File: config.mk
export PLATFORM = sky130hd
export DESIGN_NAME = three_button_mode_navigator
export DESIGN_NICKNAME = d
export VERILOG_FILES = /design/src/sv/tbmn_pkg.sv /design/src/sv/three_button_mode_navigator.sv /design/src/sv/tbmn_btn.sv /design/src/sv/tbmn_mode.sv
export SDC_FILE = /design/constraint.sdc
export NUM_CORES = 1
export LEC_CHECK = 0
export ABC_CLOCK_PERIOD_IN_PS = 6950
export BUFFER_PORTS_ARGS = -buffer_cell sky130_fd_sc_hd__buf_2
export CORE_UTILIZATION = 54
export DETAILED_ROUTE_END_ITERATION = 12
export PLACE_DENSITY = 0.72
export SLEW_MARGIN = 40
export SYNTH_ARGS = -nofsm -noshare
export SYNTH_HDL_FRONTEND = slang
export SYNTH_SLANG_ARGS = --single-unit
File: constraint.sdc
create_clock -name clk -period 6.95 [get_ports clk]
set_clock_uncertainty 0.05 [all_clocks]
set_input_delay 0.695 -clock clk [delete_from_list [all_inputs] [get_ports clk]]
set_output_delay 0.695 -clock clk [all_outputs]
set_load 0.01 [all_outputs]
File: src/sv/tbmn_pkg.sv
package tbmn_pkg;

    localparam int DEF_MAX_FACES  = 8;
    localparam int DEF_MAX_APPS   = 16;
    localparam int FACE_FIELD_CAP = 8;
    localparam int APP_FIELD_CAP  = 16;

    localparam int IN_W  = 40;
    localparam int OUT_W = 24;

    localparam logic [15:0] DEF_LONG_PRESS_MS    = 16'd1000;
    localparam logic [15:0] DEF_SLEEP_TIMEOUT_MS = 16'd5000;
    localparam logic [3:0]  DEF_FACE_COUNT       = 4'd3;
    localparam logic [4:0]  DEF_APP_COUNT        = 5'd2;

    typedef enum logic [1:0] {
        CFG_LONG_PRESS    = 2'd0,
        CFG_SLEEP_TIMEOUT = 2'd1,
        CFG_FACE_COUNT    = 2'd2,
        CFG_APP_COUNT     = 2'd3
    } cfg_idx_t;

    typedef enum logic [1:0] {
        MODE_FACE = 2'd0,
        MODE_MENU = 2'd1,
        MODE_APP  = 2'd2
    } mode_t;

    typedef struct packed {
        logic down;
        logic rise;
        logic fall;
        logic lng;
    } btn_evt_t;

    // packed msb first: mode lands in the lowest bits
    typedef struct packed {
        logic       sleep_request;
        logic       app_stop;
        logic       app_start;
        logic       face_action_long;
        logic       face_action_short;
        logic       face_restart;
        logic [3:0] app_sel;
        logic [3:0] menu_sel;
        logic [2:0] face_sel;
        mode_t      mode;
    } result_t;

endpackage

File: src/sv/three_button_mode_navigator.sv
// Each item passes through the input register and then the result register.
// Throughput: one item per cycle while m_tready is high; the input register refills while a result waits.
// Reset (rst_n low, asynchronous): button history, mode state and both pipeline
// valids clear; configuration registers return to their defaults.
module three_button_mode_navigator
    import tbmn_pkg::*;
#(
    parameter int MAX_FACES = DEF_MAX_FACES,
    parameter int MAX_APPS  = DEF_MAX_APPS
)
(
    input  logic             clk,
    input  logic             rst_n,
    input  logic             cfg_we,
    input  logic [1:0]       cfg_index,
    input  logic [15:0]      cfg_data,
    input  logic             s_tvalid,
    output logic             s_tready,
    input  logic [IN_W-1:0]  s_tdata,   // btn0_pressed, btn1_pressed, btn2_pressed, now_ms[31:0]
    output logic             m_tvalid,
    input  logic             m_tready,
    output logic [OUT_W-1:0] m_tdata    // mode[1:0], face_sel[2:0], menu_sel[3:0], app_sel[3:0],
                                        // face_restart, face_action_short, face_action_long,
                                        // app_start, app_stop, sleep_request
);

    logic [15:0] long_press_reg;
    logic [15:0] sleep_timeout_reg;
    logic [3:0]  face_count_reg;
    logic [4:0]  app_count_reg;

    logic        in_valid_reg;
    logic [34:0] in_data_reg;
    logic        out_valid_reg;
    result_t     out_data_reg;

    logic           advance;
    logic           suppress_set;
    btn_evt_t [2:0] evt;
    result_t        res;

    always_ff @(posedge clk or negedge rst_n)
    begin
        if (!rst_n)
        begin
            long_press_reg    <= DEF_LONG_PRESS_MS;
            sleep_timeout_reg <= DEF_SLEEP_TIMEOUT_MS;
            face_count_reg    <= DEF_FACE_COUNT;
            app_count_reg     <= DEF_APP_COUNT;
        end
        else if (cfg_we)
        begin
            unique case (cfg_idx_t'(cfg_index))
                CFG_LONG_PRESS:    long_press_reg    <= cfg_data;
                CFG_SLEEP_TIMEOUT: sleep_timeout_reg <= cfg_data;
                CFG_FACE_COUNT:    face_count_reg    <= cfg_data[3:0];
                CFG_APP_COUNT:     app_count_reg     <= cfg_data[4:0];
                default:           ;
            endcase
        end
    end

    assign advance  = in_valid_reg && (!out_valid_reg || m_tready);
    assign s_tready = !in_valid_reg || advance;
    assign m_tvalid = out_valid_reg;
    assign m_tdata  = {{(OUT_W - $bits(result_t)){1'b0}}, out_data_reg};

    always_ff @(posedge clk or negedge rst_n)
    begin
        if (!rst_n)
        begin
            in_valid_reg  <= 1'b0;
            out_valid_reg <= 1'b0;
        end
        else
        begin
            if (s_tready)
            begin
                in_valid_reg <= s_tvalid;
            end
            if (advance)
            begin
                out_valid_reg <= 1'b1;
            end
            else if (m_tready)
            begin
                out_valid_reg <= 1'b0;
            end
        end
    end

    always_ff @(posedge clk)
    begin
        if (s_tready && s_tvalid)
        begin
            in_data_reg <= s_tdata[34:0];
        end
        if (advance)
        begin
            out_data_reg <= res;
        end
    end

    for (genvar i = 0; i < 3; i++)
    begin : g_btn
        tbmn_btn u_btn (
            .clk           (clk),
            .rst_n         (rst_n),
            .en            (advance),
            .level         (in_data_reg[i]),
            .now_ms        (in_data_reg[34:3]),
            .long_press_ms (long_press_reg),
            .suppress_set  (suppress_set),
            .evt           (evt[i])
        );
    end

    tbmn_mode #(
        .MAX_FACES (MAX_FACES),
        .MAX_APPS  (MAX_APPS)
    ) u_mode (
        .clk              (clk),
        .rst_n            (rst_n),
        .en               (advance),
        .now_ms           (in_data_reg[34:3]),
        .evt              (evt),
        .sleep_timeout_ms (sleep_timeout_reg),
        .face_count       (face_count_reg),
        .app_count        (app_count_reg),
        .suppress_set     (suppress_set),
        .res              (res)
    );

    a_hold_input: assert property (@(posedge clk) disable iff (!rst_n)
        in_valid_reg && !advance |=> in_valid_reg)
        else $error("pending input item dropped");

    a_hold_result: assert property (@(posedge clk) disable iff (!rst_n)
        out_valid_reg && !m_tready |=> out_valid_reg && $stable(out_data_reg))
        else $error("waiting result changed");

    a_start_mode: assert property (@(posedge clk) disable iff (!rst_n)
        out_valid_reg && out_data_reg.app_start && !out_data_reg.app_stop
        |-> out_data_reg.mode == MODE_APP)
        else $error("app start without app mode");

    a_stop_face: assert property (@(posedge clk) disable iff (!rst_n)
        out_valid_reg && out_data_reg.app_stop
        |-> out_data_reg.mode == MODE_FACE && out_data_reg.face_restart)
        else $error("app stop without return to face");

    a_ready: assert property (@(posedge clk) disable iff (!rst_n)
        !s_tready |-> in_valid_reg && out_valid_reg && !m_tready)
        else $error("input stalled without a full pipeline");

endmodule

File: src/sv/tbmn_btn.sv
module tbmn_btn
    import tbmn_pkg::*;
(
    input  logic        clk,
    input  logic        rst_n,
    input  logic        en,
    input  logic        level,
    input  logic [31:0] now_ms,
    input  logic [15:0] long_press_ms,
    input  logic        suppress_set,
    output btn_evt_t    evt
);

    logic        prev_reg;
    logic        prev_next;
    logic [31:0] start_reg;
    logic [31:0] start_next;
    logic        supp_reg;
    logic        supp_next;
    logic        rise_raw;
    logic        fall_raw;
    logic        long_raw;
    logic        masked;
    logic [31:0] held_ms;

    always_comb
    begin
        rise_raw = !prev_reg && level;
        fall_raw = prev_reg && !level;
        held_ms  = now_ms - start_reg;
        // a fresh press has zero hold time
        long_raw = level && !rise_raw && (held_ms > {16'd0, long_press_ms});
        masked   = supp_reg && level;

        evt.down = level && !masked;
        evt.rise = rise_raw && !masked;
        evt.fall = fall_raw && !masked;
        evt.lng  = long_raw && !masked;

        prev_next  = level;
        start_next = (rise_raw || masked) ? now_ms : start_reg;
        supp_next  = suppress_set || masked;
    end

    always_ff @(posedge clk or negedge rst_n)
    begin
        if (!rst_n)
        begin
            prev_reg  <= 1'b0;
            start_reg <= 32'd0;
            supp_reg  <= 1'b0;
        end
        else if (en)
        begin
            prev_reg  <= prev_next;
            start_reg <= start_next;
            supp_reg  <= supp_next;
        end
    end

endmodule

File: src/sv/tbmn_mode.sv
module tbmn_mode
    import tbmn_pkg::*;
#(
    parameter int MAX_FACES = DEF_MAX_FACES,
    parameter int MAX_APPS  = DEF_MAX_APPS
)
(
    input  logic               clk,
    input  logic               rst_n,
    input  logic               en,
    input  logic [31:0]        now_ms,
    input  btn_evt_t [2:0]     evt,
    input  logic [15:0]        sleep_timeout_ms,
    input  logic [3:0]         face_count,
    input  logic [4:0]         app_count,
    output logic               suppress_set,
    output result_t            res
);

    localparam int FACE_CAP_I = (MAX_FACES < FACE_FIELD_CAP) ? MAX_FACES : FACE_FIELD_CAP;
    localparam int APP_CAP_I  = (MAX_APPS < APP_FIELD_CAP) ? MAX_APPS : APP_FIELD_CAP;
    localparam logic [3:0] FACE_CAP = 4'(FACE_CAP_I);
    localparam logic [4:0] APP_CAP  = 5'(APP_CAP_I);

    mode_t       mode_reg;
    mode_t       mode_next;
    logic [2:0]  face_reg;
    logic [2:0]  face_next;
    logic [3:0]  menu_reg;
    logic [3:0]  menu_next;
    logic [3:0]  app_reg;
    logic [3:0]  app_next;
    logic [31:0] since_reg;
    logic [31:0] since_next;
    logic        since_vld_reg;
    logic        since_vld_next;

    logic [3:0]  fcnt;
    logic [4:0]  acnt;
    logic [31:0] shown_ms;
    logic        restart;
    logic        act_s;
    logic        act_l;
    logic        a_start;
    logic        a_stop;
    logic        sleep;

    always_comb
    begin
        fcnt = (face_count == 4'd0) ? 4'd1 : ((face_count > FACE_CAP) ? FACE_CAP : face_count);
        acnt = (app_count == 5'd0) ? 5'd1 : ((app_count > APP_CAP) ? APP_CAP : app_count);

        mode_next      = mode_reg;
        face_next      = face_reg;
        menu_next      = menu_reg;
        app_next       = app_reg;
        since_next     = since_reg;
        since_vld_next = since_vld_reg;
        suppress_set   = 1'b0;
        restart        = 1'b0;
        act_s          = 1'b0;
        act_l          = 1'b0;
        a_start        = 1'b0;
        a_stop         = 1'b0;
        sleep          = 1'b0;
        shown_ms       = 32'd0;

        unique case (mode_reg)
            MODE_FACE:
            begin
                if (evt[0].down && evt[2].down)
                begin
                    mode_next    = MODE_MENU;
                    suppress_set = 1'b1;
                end
                if (!since_vld_reg)
                begin
                    since_next     = now_ms;
                    since_vld_next = 1'b1;
                end
                if (evt[2].fall)
                begin
                    face_next  = ({1'b0, face_next} + 4'd1 >= fcnt) ? 3'd0 : face_next + 3'd1;
                    restart    = 1'b1;
                    since_next = now_ms;
                end
                if (evt[0].fall)
                begin
                    face_next  = (face_next == 3'd0 || {1'b0, face_next} >= fcnt)
                                 ? 3'(fcnt - 4'd1) : face_next - 3'd1;
                    restart    = 1'b1;
                    since_next = now_ms;
                end
                act_s    = evt[1].rise;
                act_l    = evt[1].lng;
                shown_ms = now_ms - since_next;
                sleep    = (face_next == 3'd0) && (shown_ms > {16'd0, sleep_timeout_ms});
            end
            MODE_MENU:
            begin
                if (evt[2].fall)
                begin
                    menu_next = ({1'b0, menu_next} + 5'd1 >= acnt) ? 4'd0 : menu_next + 4'd1;
                end
                if (evt[0].fall)
                begin
                    menu_next = (menu_next == 4'd0 || {1'b0, menu_next} >= acnt)
                                ? 4'(acnt - 5'd1) : menu_next - 4'd1;
                end
                if (evt[1].fall)
                begin
                    mode_next = MODE_APP;
                    app_next  = menu_next;
                    a_start   = 1'b1;
                end
            end
            MODE_APP:
            begin
            end
            default:
            begin
            end
        endcase

        // return to face runs after the mode handler
        if (evt[0].lng && evt[1].lng)
        begin
            a_stop       = (mode_next == MODE_APP);
            restart      = 1'b1;
            mode_next    = MODE_FACE;
            suppress_set = 1'b1;
        end

        res.mode              = mode_next;
        res.face_sel          = face_next;
        res.menu_sel          = menu_next;
        res.app_sel           = app_next;
        res.face_restart      = restart;
        res.face_action_short = act_s;
        res.face_action_long  = act_l;
        res.app_start         = a_start;
        res.app_stop          = a_stop;
        res.sleep_request     = sleep;
    end

    always_ff @(posedge clk or negedge rst_n)
    begin
        if (!rst_n)
        begin
            mode_reg      <= MODE_FACE;
            face_reg      <= 3'd0;
            menu_reg      <= 4'd0;
            app_reg       <= 4'd0;
            since_reg     <= 32'd0;
            since_vld_reg <= 1'b0;
        end
        else if (en)
        begin
            mode_reg      <= mode_next;
            face_reg      <= face_next;
            menu_reg      <= menu_next;
            app_reg       <= app_next;
            since_reg     <= since_next;
            since_vld_reg <= since_vld_next;
        end
    end

endmodule
==> results of run 1 <==
## cell usage in the layout (no fill, tap or decap), drive strengths merged, types with 24 or more instances in the layout
cell type	Yosys	layout
nand2b	26	26
xor2	24	24
o21ai	115	115
xnor2	37	37
nor2	84	84
mux2	129	129
dfrtp	145	145
a21oi	140	140
mux2i	43	43
nand2	154	154
inv	130	131
nor3	26	26
ha	161	161
edfxtp	54	54
clkbuf	49	33
o21a	34	34
buf	13	90
nand4	36	36
a21o	50	50
nand3	34	34
## logic make-up after synthesis
family	after synthesis	share of synthesized area, %
other	1	0.0231
buffers and inverters	193	4.59
AND/OR/NAND/NOR	479	15.0
adder cells (fa/ha/maj)	164	12.8
AO/OA/AOI/OAI	464	18.2
multiplexers	172	11.6
XOR/XNOR	61	3.29
flip-flops	213	34.6
## critical path, stage by stage, from the launching register on
cell and delay (ns):
edfxtp_1 0.43, nand2b_1 0.33, nand3_2 0.38, mux2_2 0.40, ha_1 0.20, nor2b_1 0.12, o21ai_0 0.14, o21ai_0 0.50
and2_1 0.26, a21oi_1 0.11, o21ai_0 0.28, nor2b_1 0.08, nor2_1 0.12, xor2_1 0.23, ha_1 0.30, a21o_1 0.21
a21o_1 0.18, a21oi_1 0.13, o21ai_0 0.10, o22a_1 0.27, nor4_1 0.28, nand4_1 0.12, nor4_1 0.23, buf_4 0.19
nor2_1 0.04
## through the flow
step                worst slack [ns]  total power [mW]  util, %
floorplan                       1.80              4.85        -
global placement                1.07              5.65     57.3
detailed placement              1.07              5.78     57.4
CTS                             1.06              7.24     60.4
global route                   0.628              7.83     60.5
finish                          1.02              7.25     60.5
## routing by layer
metal  vias up  GRT usage (%)
li1       6556              -
met1      6546           34.2
met2       328           45.7
met3        86           2.45
met4         0           8.84
met5         -              0
## worst min-delay path by stage
stage	endpoint	cells past startpoint
floorplan	app_count_reg[0]$_DFFE_PN0P_	0
global placement	u_mode.app_reg[0]$_DFFE_PN0P_	2
detailed placement	u_mode.app_reg[3]$_DFFE_PN0P_	2
CTS	sleep_timeout_reg[14]$_DFFE_PN0P_	1
global route	in_data_reg[32]$_DFFE_PP_	1
finish	in_data_reg[32]$_DFFE_PP_	1
## report_power, final
part	leakage, nW	switching (mW)	internal (mW)	total [mW]
clock network	0.432	0.556	0.856	1.41
logic	5.24	2.28	1.72	3.99
registers	2.45	0.209	1.63	1.84
## repair_timing
item	in CTS	in global routing
endpoints found under the setup margin	0	0
endpoints found under the hold margin	0	20
hold buffers	0	1
## final cells by class
class | count | area, um2
Clock buffer | 33 | 728
Clock inverter | 16 | 174
Fill cell | 2638 | 11700
Inverter | 131 | 492
Multi-Input combinational cell | 1345 | 9910
Sequential cell | 213 | 5620
Tap cell | 390 | 488
Timing Repair Buffer | 91 | 528
==> impl_metrics.json, run 1 <==
{
  "startpoint": "in_data_reg[0]$_DFFE_PP_",
  "synthArstFlopShare_pct": 74.6,
  "viasPerCell": 6.09,
  "post_route_cells_drive_above_1_share_pct": 16.3,
  "tns_ns": 0,
  "crit_path_start_kind": "flip-flop",
  "portBuffers": 78,
  "drtIter0Drc": 812,
  "met2_length_um": 19300,
  "place_area_um2": 17000,
  "start_util_pct": 54.8,
  "ant_nets": 0,
  "synth_most_common_cell": "ha_1",
  "synth_cell_type_count": 82,
  "grt_pass1_vias": 13000,
  "synth_area_um2": 16200,
  "ys_warn_count": 0,
  "gr-usage-all-layers_pct": 26.3,
  "synth_edf_count": 54,
  "totalWireLength_um": 40300,
  "cts_htree_levels": 1,
  "r2r_slack_ns": 1.02,
  "max-cap-violations": 0,
  "nets": 2036,
  "grt_max_degree": 94,
  "crit_arrival_ns": 6.16,
  "dp_hpwl_um": 30600,
  "wl_met1_um": 17800,
  "final_max_slew_viol_count": 0,
  "final_cell_count_no_fill": 2219,
  "whs_ns": 0.281,
  "final_cell_area_um2": 17900,
  "clock_tree.root_cell": "clkbuf_16",
  "top_layer": "met4",
  "clockBufferDepth": 3,
  "avgSynthCellArea_um2": 9.30,
  "ys_seq_elements": 213,
  "core_um2": 29600,
  "grt.overflow.total": 0,
  "end_kind": "flip-flop",
  "pwr_density_cell_nw_per_um2": 404,
  "ios": 89,
  "drc": 0,
  "max_freq_mhz": 169,
  "syn_inst": 1747,
  "antenna_found_initial": 0,
  "timing.rr.end": "m_tdata[18]$_SDFFCE_PN0P_",
  "post-cts-setup-buffer-count": 0,
  "p_leak_nw": 8.12,
  "largest_reg_flops": 64,
  "hold_violations": 0,
  "die_x_um": 175,
  "place_congestion": 0.914,
  "cts_resized": 0,
  "rows": 63,
  "cts_tree": "yes",
  "critPathKind": "flip-flop to flip-flop",
  "setup_viol": 0,
  "synth_top_area_cell": "dfrtp_1",
  "dominantRegCellSynth": "dfrtp_1",
  "cts_sinks": 213,
  "cp_data_required_time_ns": 7.19,
  "finalCritPeriodShare_pct": 85.3,
  "path_clk_slew_ns": 0.06,
  "clk_latency_ns": 0.53,
  "hp-start": "s_tdata[32]",
  "endpoint": "m_tdata[18]$_SDFFCE_PN0P_",
  "rr_worst_depth": 24,
  "worstHoldPathType": "input port to flip-flop",
  "seq_area_frac_synth_pct": 34.6,
  "grt_first_pass_wirelength_um": 65400,
  "post_drt_wl_per_cell_um": 18.1,
  "tightest_slew_ns": 0.872,
  "outcome": "completed",
  "synthTopCellsByCount": "ha_1, nand2_1, dfrtp_1",
  "dieArea_um2": 30800,
  "relSlewSlack_pct": 41.9,
  "antenna_cells": 0,
  "cts_buffers": 27,
  "die-height_um": 175,
  "ir_drop_uv": 254,
  "vias": 13500,
  "route.met3.wl_um": 1840,
  "drt-pass1-iter-count": 5,
  "place_inst": 2168,
  "rsz0062_at_grt": "no",
  "min_period_ns": 5.93,
  "yosysTopAreaCellShare_pct": 22.3,
  "r2r_start": "in_data_reg[0]$_DFFE_PP_",
  "syn_to_final_growth_pct": 10.4,
  "synth_area_leaders": "dfrtp_1, ha_1, edfxtp_1",
  "cp_max_fo": 8
}
Power figures use the tool's default switching activity.
==> run 2: changes to the inputs <==
--- a/config.mk
+++ b/config.mk
@@ -7,6 +7,7 @@
 export LEC_CHECK = 0
 export ABC_CLOCK_PERIOD_IN_PS = 6950
 export BUFFER_PORTS_ARGS = -buffer_cell sky130_fd_sc_hd__buf_2
+export CORE_MARGIN = 2
 export CORE_UTILIZATION = 54
 export DETAILED_ROUTE_END_ITERATION = 12
 export PLACE_DENSITY = 0.72
==> run 2 against run 1 <==
Net effect:
- sequential share of layout area grew 0.25 points
- largest cell class unchanged
- register-to-register slack better by 0.04 ns
- worst setup slack improved by 0.043 ns
- fmax rose by 0.72%
- critical path depth down 4
- global-route usage decreased by 0.57 points
- non-clock buffer count down 1
- utilization decreased by 0.48 points
- critical endpoint unchanged
- clock power decreased by 11%
==> impl_metrics.json, run 2 (same netlist as run 1, synthesis figures left out) <==
{
  "syn_to_final_growth_pct": 9.53,
  "drc": 0,
  "path_buf_inv": 2,
  "utilization_pct": 60.0,
  "post_route_cells_drive_above_1_share_pct": 16.0,
  "antenna_found_initial": 0,
  "ir_drop_uv": 264,
  "grt_pass1_vias": 12800,
  "die_x_um": 177,
  "post-cts-setup-buffer-count": 0,
  "grt.overflow.total": 0,
  "final_max_slew_viol_count": 0,
  "switching_share_pct": 42.5,
  "relSlewSlack_pct": 43.3,
  "die-height_um": 177,
  "layout_common_cells": "ha_1, nand2_1, dfrtp_1, a21oi_1, inv_1",
  "clk_latency_ns": 0.54,
  "max-cap-violations": 0,
  "dieArea_um2": 31500,
  "outcome": "completed",
  "regArea_um2": 5620,
  "seq_power_share_pct": 26.0,
  "ios": 89,
  "worstHoldPathType": "input port to asynchronous set/reset pin",
  "crit_family": "simple AND/OR/NAND/NOR gates",
  "multi_input_area_um2": 9910,
  "path_clk_slew_ns": 0.06,
  "cts_tree": "yes",
  "grt_first_pass_wirelength_um": 65100,
  "largest_reg_flops": 64,
  "final.fill_count": 2605,
  "final_cell_area_um2": 17800,
  "rows": 63,
  "cp_cell_sequence": "nand2b_1, nand3_2, buf_4, mux2i_1, ha_1, a21oi_1, o21ai_0, or3_1, a31oi_1, nor2_1, xnor2_1, ha_1, nand4_1, or2_2, o22a_1, nor4_1, nand4_1, nor4_1, buf_4, nor2_1",
  "met2_length_um": 20000,
  "drtIter0Drc": 784,
  "p_int_mw": 4.08,
  "place_congestion": 0.917,
  "cts_htree_levels": 1,
  "crit_path_top_delay_cell": "buf_4",
  "crit_arrival_ns": 6.12,
  "tns_ns": 0,
  "switchingPower_mw": 3.02,
  "top_layer": "met4",
  "whs_ns": 0.0497,
  "route.met3.wl_um": 1880,
  "hold_buffers": 0,
  "critPathMaxStageDelay_ns": 0.47,
  "max_freq_mhz": 170,
  "place_worst_setup_slack_ns": 1.07,
  "end_kind": "flip-flop",
  "clock_tree.root_cell": "clkbuf_16",
  "clockBufferDepth": 3,
  "finalCritPeriodShare_pct": 84.7,
  "drt-pass1-iter-count": 5,
  "viasPerCell": 6.04,
  "totalWireLength_um": 40600,
  "pwr_density_cell_nw_per_um2": 399,
  "place_area_um2": 17000,
  "cts_buffers": 25,
  "critPathKind": "flip-flop to flip-flop",
  "min_period_ns": 5.89,
  "startpoint": "in_data_reg[0]$_DFFE_PP_",
  "nets": 2033,
  "post_drt_wl_per_cell_um": 18.3,
  "crit_path_start_kind": "flip-flop",
  "start_util_pct": 54.8,
  "p_total_mw": 7.10,
  "cp_max_fo": 27,
  "ant_nets": 0,
  "wl_met1_um": 17700,
  "worst_slack_ns": 1.06,
  "hold_violations": 0,
  "dp_hpwl_um": 31200,
  "power_frac_clock_pct": 17.8,
  "r2r_start": "in_data_reg[0]$_DFFE_PP_",
  "portBuffers": 78,
  "combPwrFrac_pct": 56.2,
  "p_leak_nw": 8.05,
  "grt_max_degree": 94,
  "place_inst": 2169,
  "setup_viol": 0,
  "rsz0062_at_grt": "no",
  "core_um2": 29600,
  "tightest_slew_ns": 0.851,
  "gr-usage-all-layers_pct": 25.7,
  "final_common_cell": "ha_1",
  "cts_sinks": 213,
  "antenna_cells": 0,
  "cts_resized": 0,
  "vias": 13400,
  "cp_data_required_time_ns": 7.19,
  "final_cell_count_no_fill": 2215
}
## run 2: cell type report
| cell class | count | area share [%] |
|---|---|---|
| Multi-Input combinational cell | 1345 | 55.7 |
| Inverter | 131 | 2.76 |
| Timing Repair Buffer | 90 | 2.80 |
| Clock buffer | 34 | 3.87 |
| Sequential cell | 213 | 31.6 |
| Tap cell | 390 | 2.74 |
| Clock inverter | 12 | 0.562 |
## run 2: metal layers
layer | GRT usage, % | vias to the layer above
met3 | 3.04 | 74
met4 | 6.42 | 0
met1 | 33.1 | 6426
met2 | 45.7 | 348
met5 | 0 | -
li1 | - | 6537
## run 2: path summary, 6_finish.rpt
path                                                            to  slack (ns)  cells after the start
setup / recovery                         m_tdata[18]$_SDFFCE_PN0P_        1.06                     20
hold / removal                    u_mode.since_reg[10]$_DFFE_PN0P_        0.05                      1
setup reg to reg                         m_tdata[18]$_SDFFCE_PN0P_        1.06                     20
hold reg to reg                      u_mode.app_reg[0]$_DFFE_PN0P_        0.44                      2
max in group asynchronous  g_btn[0].u_btn.start_reg[1]$_DFFE_PN0P_        5.74                      2
min in group clk                          in_data_reg[9]$_DFFE_PP_        0.28                      1
## run 2: power by group through the flow
stage,registers [mW],clock network (mW),logic (mW)
2_1_floorplan,1.80,0,3.06
6_report,1.84,1.26,3.99
3_5_place_dp,1.86,0,3.92
4_1_cts,1.84,1.30,3.95
5_1_grt,1.88,1.34,4.46
3_3_place_gp,1.84,0,3.82
==> run 3: changes to the inputs <==
--- a/config.mk
+++ b/config.mk
@@ -5,7 +5,7 @@
 export SDC_FILE = /design/constraint.sdc
 export NUM_CORES = 1
 export LEC_CHECK = 0
-export ABC_CLOCK_PERIOD_IN_PS = 6950
+export ABC_CLOCK_PERIOD_IN_PS = 6100
 export BUFFER_PORTS_ARGS = -buffer_cell sky130_fd_sc_hd__buf_2
 export CORE_MARGIN = 2
 export CORE_UTILIZATION = 54
==> constraint.sdc (replaced) <==
create_clock -name clk -period 6.1 [get_ports clk]
set_clock_uncertainty 0.05 [all_clocks]
set_input_delay 0.61 -clock clk [delete_from_list [all_inputs] [get_ports clk]]
set_output_delay 0.61 -clock clk [all_outputs]
set_load 0.01 [all_outputs]
==> run 3 against run 2 <==
Net effect:
- the run now ends with negative hold slack left
- worst setup slack got worse by 0.72 ns
- sequential share of layout area fell by 0.17 points
- final cell count rose by 0.23%
- first-iteration DRC count fell by 6.1%
- combinational power rose by 15%
- critical path depth rose by 5
- die area did not move
- global-route usage rose by 0.31 points
- fmax rose by 2.2%
- via count rose by 0.55%
- critical path type unchanged
- critical endpoint unchanged
==> impl_metrics.json, run 3 (same netlist as run 1, synthesis figures left out) <==
{
  "crit_path_top_delay_cell": "edfxtp_1",
  "r2r_start": "in_data_reg[0]$_DFFE_PP_",
  "cts_resized": 0,
  "whs_ns": -0.0234,
  "violations": "negative hold slack",
  "critPathKind": "flip-flop to flip-flop",
  "antenna_found_initial": 1,
  "ios": 89,
  "path_clk_slew_ns": 0.06,
  "regArea_um2": 5620,
  "utilization_pct": 60.4,
  "totalWireLength_um": 40900,
  "portBuffers": 78,
  "timing.rr.end": "m_tdata[18]$_SDFFCE_PN0P_",
  "rr_worst_depth": 25,
  "endpoint": "m_tdata[18]$_SDFFCE_PN0P_",
  "final_max_slew_viol_count": 0,
  "min_period_ns": 5.76,
  "clock_tree.root_cell": "clkbuf_16",
  "post_drt_wl_per_cell_um": 18.4,
  "r2r_slack_ns": 0.34,
  "final.fill_count": 2648,
  "critPathMaxStageDelay_ns": 0.43,
  "die-height_um": 177,
  "grt.overflow.total": 0,
  "ant_nets": 0,
  "antenna_cells": 0,
  "relSlewSlack_pct": 50.9,
  "dp_hpwl_um": 31300,
  "cts_tree": "yes",
  "multi_input_area_um2": 9910,
  "worstHoldPathType": "input port to asynchronous set/reset pin",
  "drtIter0Drc": 736,
  "cts_sinks": 213,
  "tns_ns": 0,
  "end_kind": "flip-flop",
  "crit_arrival_ns": 5.99,
  "max_freq_mhz": 174,
  "syn_to_final_growth_pct": 10.1,
  "max-cap-violations": 0,
  "post-cts-setup-buffer-count": 0,
  "worst_path_most_repeated_cell": "o21ai_0",
  "clk_latency_ns": 0.52,
  "largest_reg_flops": 64,
  "crit_path_start_kind": "flip-flop",
  "crit_family": "simple AND/OR/NAND/NOR gates",
  "grt_max_degree": 107,
  "grt_pass1_vias": 13200,
  "drt-pass1-iter-count": 5,
  "layout_common_cells": "ha_1, nand2_1, dfrtp_1, a21oi_1, inv_1",
  "final_common_cell": "ha_1",
  "clockBufferDepth": 3,
  "path_buf_inv": 2,
  "post_route_cells_drive_above_1_share_pct": 16.4,
  "gr-usage-all-layers_pct": 26.0,
  "pwr_density_cell_nw_per_um2": 457,
  "grt_first_pass_wirelength_um": 65700,
  "rsz0062_at_grt": "no",
  "cp_max_fo": 8,
  "hold_violations": 21,
  "p_leak_nw": 8.12,
  "tightest_slew_ns": 0.727,
  "outcome": "finished, violations left",
  "rows": 63,
  "nets": 2039,
  "core_um2": 29600,
  "finalCritPeriodShare_pct": 94.4,
  "vias": 13500,
  "viasPerCell": 6.06,
  "place_congestion": 0.922,
  "dieArea_um2": 31500,
  "hold_buffers": 0,
  "path_depth": 25,
  "setup_viol": 0,
  "drc": 0,
  "die_x_um": 177,
  "startpoint": "in_data_reg[0]$_DFFE_PP_",
  "cts_buffers": 25,
  "ir_drop_uv": 268,
  "cts_htree_levels": 1,
  "start_util_pct": 54.8,
  "cp_data_required_time_ns": 6.33
}
==> run 3: cell count changes in the layout (fill, tap and decap cells not counted) <==
| cell | change |
|---|---|
| buf_6 | -1 |
| o311ai_1 | -1 |
| clkinv_2 | +5 |
| clkbuf_1 | -2 |
| o311ai_0 | +1 |
| buf_16 | +1 |
| clkbuf_8 | -1 |
| bufinv_16 | +2 |
| buf_4 | +6 |
| clkinv_1 | -2 |
| clkinvlp_4 | -3 |
==> run 3: how the worst min path moves through the flow <==
stage                                       start                           endpoint
finish                                      rst_n  sleep_timeout_reg[14]$_DFFE_PN0P_
detailed placement  u_mode.app_reg[2]$_DFFE_PN0P_      u_mode.app_reg[2]$_DFFE_PN0P_
global route                                rst_n  sleep_timeout_reg[14]$_DFFE_PN0P_
global placement    u_mode.app_reg[0]$_DFFE_PN0P_      u_mode.app_reg[0]$_DFFE_PN0P_
CTS                                         rst_n  sleep_timeout_reg[14]$_DFFE_PN0P_
floorplan                                   rst_n       app_count_reg[0]$_DFFE_PN0P_
==> run 3: area by class of cell <==
| type | count | area share (%) |
|---|---|---|
| Inverter | 131 | 2.75 |
| Multi-Input combinational cell | 1345 | 55.4 |
| Tap cell | 390 | 2.73 |
| Sequential cell | 213 | 31.4 |
| Clock inverter | 14 | 0.867 |
| Timing Repair Buffer | 96 | 3.13 |
| Clock buffer | 31 | 3.73 |
==> run 3: per-layer routing <==
layer  vias up  GRT usage (%)  routed length, um
met5         -              0                  0
met4         0           9.32               1430
met3        92           3.28               2030
met2       355           45.5              19600
met1      6455           32.9              17800
li1       6556              -                  -
==> run 3: report_power, final <==
part	switching, mW	total, mW	internal [mW]
combinational	2.60	4.57	1.97
sequential	0.246	2.10	1.86
clock	0.592	1.50	0.904
total	3.44	8.17	4.73
==> run 3: through the flow <==
step / setup slack (ns) / hold WS, ns / power (mW) / cell area [um2] / cells
after floorplan: 0.947 / 0.264 / 5.53 / 16300 / 1751
after global placement: 0.402 / 0.409 / 6.47 / 17000 / 2173
after detailed placement: 0.391 / 0.420 / 6.62 / 17000 / 2174
after CTS: 0.384 / 0.134 / 8.16 / 17900 / 2219
after global routing: 0.0110 / 0.0112 / 8.85 / 17900 / 2220
final: 0.342 / -0.0234 / 8.17 / 17900 / 2220
